--- src/rtl/core/ms_pkg.sv ---
`default_nettype none

package ms_pkg;

  // Element width and default batch capacity
  localparam int DATA_W   = 32;
  localparam int SIZE_DEF = 64;

  typedef logic signed [DATA_W-1:0] data_t;

endpackage

`default_nettype wire

--- src/rtl/core/ms_ram.sv ---
`default_nettype none

module ms_ram
  import ms_pkg::*;
#(
  parameter int DEPTH = SIZE_DEF,
  parameter int AW    = $clog2(SIZE_DEF)
) (
  input  wire logic          clk,
  input  wire logic          we,
  input  wire logic [AW-1:0] waddr,
  input  wire data_t         wdata,
  input  wire logic [AW-1:0] raddr_a,
  input  wire logic [AW-1:0] raddr_b,
  output data_t              rdata_a,
  output data_t              rdata_b
);

  data_t mem [DEPTH];

  // Write one word, read two with registered data
  always_ff @(posedge clk) begin
    if (we) begin
      mem[waddr] <= wdata;
    end
    rdata_a <= mem[raddr_a];
    rdata_b <= mem[raddr_b];
  end

endmodule

`default_nettype wire

--- config.mk ---
export PLATFORM = sky130hd
export DESIGN_NAME = ms_ram
export DESIGN_NICKNAME = d
export VERILOG_FILES = /design/src/rtl/core/ms_pkg.sv /design/src/rtl/core/ms_ram.sv
export SDC_FILE = /design/constraint.sdc
export NUM_CORES = 2
export LEC_CHECK = 0
export BUFFER_PORTS_ARGS = -buffer_cell sky130_fd_sc_hd__buf_2
export CAP_MARGIN = 20
export CORE_ASPECT_RATIO = 0.75
export CORE_MARGIN = 2
export CORE_UTILIZATION = 55
export DETAILED_ROUTE_END_ITERATION = 12
export PLACE_DENSITY_LB_ADDON = 0.08
export SLEW_MARGIN = 20
export SYNTH_ARGS = -nofsm -noshare
export SYNTH_HDL_FRONTEND = slang
export SYNTH_SLANG_ARGS = --single-unit
--- constraint.sdc ---
create_clock -name clk -period 3.6 [get_ports clk]
set_input_delay 0.18 -clock clk [delete_from_list [all_inputs] [get_ports clk]]
set_output_delay 0.18 -clock clk [all_outputs]
set_load 0.01 [all_outputs]
==> results_dict.tcl <==
set metrics [dict create \
    status "complete, no violations" \
    final.min_clock_period_ps 2660 \
    tightest_slew_ps 1150 \
    drc 0 \
    finalPower_mw 53.8 \
    postRouteWirelength_mm 303 \
    synthCells 4412 \
    syn-num-nets 4464 \
    yosysMostFrequentCell "edfxtp_1" \
    irDropWorstVdd_mv 0.449 \
    drive_gt1_share_pct 40.4 \
    dieArea_um2 177000 \
    synth_top_area_share_pct 64.3 \
    grt_overflow 0 \
    cts_made_buffers 202 \
    rrSetupSlack_ps 1160 \
    path_clk_slew_ps 60 \
    gr-usage-met2_pct 49.5 \
    clk_latency_ps 850 \
    crit_start "raddr_a[5]" \
    antenna_left 0 \
    cp.arrival_ps 3350 \
    relSlewSlack_pct 23.5 \
    synth_top_area_cell "edfxtp_1" \
    synth.distinct_cells 38 \
    busiest_layer "met1" \
    cts_sinks 2112 \
    rows 132 \
    hp-start "wdata[14]" \
    grt_max_degree 71 \
    period_share_pct 73.9 \
    antenna_found_initial 28 \
    ys_ff_latch 2112 \
    leakagePower_nw 34.5 \
    grt_pass1_vias 51900 \
    crit_required_ps 4290 \
    grt_setup_unrepaired "false" \
    io_buffers 115 \
    dr.pass1.iters 5 \
    initialDrtViolationCount 8594 \
    max_freq_mhz 376 \
    endpoint_kind "register" \
    die_x_um 486 \
    drt-vias-per-instance 7.41 \
    ys_warn_count 0 \
    cts_tree "done" \
    ys.flop_type "edfxtp_1" \
    htree_levels 4 \
    dieHeight_um 365 \
    r2r-start "mem[37][8]" \
    synthArstFlopShare_pct 0 \
    synth_edf_count 2048 \
    synth_area_leaders "edfxtp_1, mux4_2, mux2i_1, dfxtp_1, a22oi_1" \
    core_area_um2 173000 \
    critPathMaxFanout 32 \
    met3_usage_pct 11.6 \
    vias 53500 \
    syn_to_final_growth_pct 13.6 \
    drv_slew 0 \
    grtUsageTotal_pct 34.6 \
    holdCritPathClass "primary input to register" \
    ys_top_cells_by_count "edfxtp_1, mux4_2, mux2i_1, clkbuf_1, buf_2" \
    finalClockSkew_ps 31.1 \
    syn_avg_cell_area_um2 21.7 \
    syn_area_um2 95700 \
    gp_congestion 0.877 \
    yosysSeqAreaShare_pct 65.6 \
    wire_per_inst_um 41.9 \
    setup_viol 0 \
    clock-root-buffer "clkbuf_16" \
    final-hold-violation-count 0 \
    power.density_nw_per_um2 495 \
    grt_pass1_wl_mm 420 \
    worstSetupPathType "primary input to register" \
    startpoint_type "primary input" \
    use_met1_pct 51.6 \
    dp_hpwl_mm 182 \
    cap_violations 0 \
    cts_setup_buffers 0 \
    tns_ps 0 \
    io_pins 116 \
    clk_path_buf_depth 3 \
    start_util_pct 55.4 \
    final_nets 4811 \
]
[cells in the final DEF, fill, tap and decap left out, drive strengths merged, types with 27 or more instances in the layout]
cell         netlist  routed
o22ai             56      56
a21oi             58      58
nand2             93      93
mux2              36      36
a22oi             85      85
clkinv             0      77
edfxtp          2048    2048
mux2i            204     204
buf              212     454
dlygate4sd3        0      36
clkbuf           135     272
nor2              94      94
o21ai             49      49
o211ai            27      27
dfxtp             64      64
mux4            1124    1124
[worst max-delay path, cell delays in order]
cell and delay [ps]:
dlygate4sd3_1 530, buf_4 550, nor2b_1 440, buf_4 320, nand2_1 270, a221oi_1 880
a211oi_1 90
[sequential cells by signal (all words and copies together), names as in the netlist]
name	count
mem	2048
rdata_b	32
rdata_a	32
[where the power goes]
group	total [mW]	internal, mW	switching [mW]
Combinational	4.73	1.97	2.76
Sequential	27.4	27.2	0.191
Clock	21.6	12.2	9.37
[cell families (layout without fill, tap and decap cells)]
| kind of cell | Yosys count | after routing | share of synthesized area, % |
|---|---|---|---|
| compound gates | 340 | 340 | 2.39 |
| buf+inv | 348 | 874 | 1.83 |
| flops | 2112 | 2112 | 65.6 |
| mux | 1364 | 1364 | 29.0 |
| other cells | 0 | 9 | 0 |
| simple gates | 248 | 248 | 1.13 |
[repair_timing]
action / 4_1_cts / 5_1_grt
hold endpoints to repair: 463 / 1184
hold buffers: 17 / 19
resized for setup: 0 / 0
[through the flow]
| stage | util, % | instances | instance area, um^2 | hold slack [ps] | worst slack (ps) |
|---|---|---|---|---|---|
| 6_report | 62.9 | 7225 | 109000 | 74.9 | 939 |
| 5_1_grt | 62.9 | 7223 | 109000 | 78.3 | 839 |
| 4_1_cts | 62.7 | 7196 | 108000 | 14.8 | 1120 |
| 3_5_place_dp | 58.8 | 6796 | 102000 | 577 | 293 |
| 3_3_place_gp | 58.8 | 6796 | 102000 | 575 | 296 |
| 2_1_floorplan | - | 4412 | 95700 | 279 | 229 |
[worst paths after layout]
check / cells after the start / to
setup / recovery: 7 / rdata_a[17]
hold / removal: 1 / mem[17][14]
setup reg to reg: 4 / rdata_a[8]
hold reg to reg: 4 / rdata_a[15]
[cell type report]
cell class	count	area, um^2
Antenna cell	9	22.5
Clock buffer	272	5560
Clock inverter	111	1080
Timing Repair Buffer	490	4680
Sequential cell	2112	62800
Tap cell	2278	2850
Multi-Input combinational cell	1952	31700
Fill cell	11700	64100
Inverter	1	3.75
[metal layers]
| metal | vias to the layer above | share of wire, % |
|---|---|---|
| met1 | 28800 | 39 |
| li1 | 20200 | - |
| met5 | - | 0.034 |
| met2 | 3940 | 44 |
| met3 | 499 | 15 |
| met4 | 16 | 2.7 |
Power figures use the tool's default switching activity.
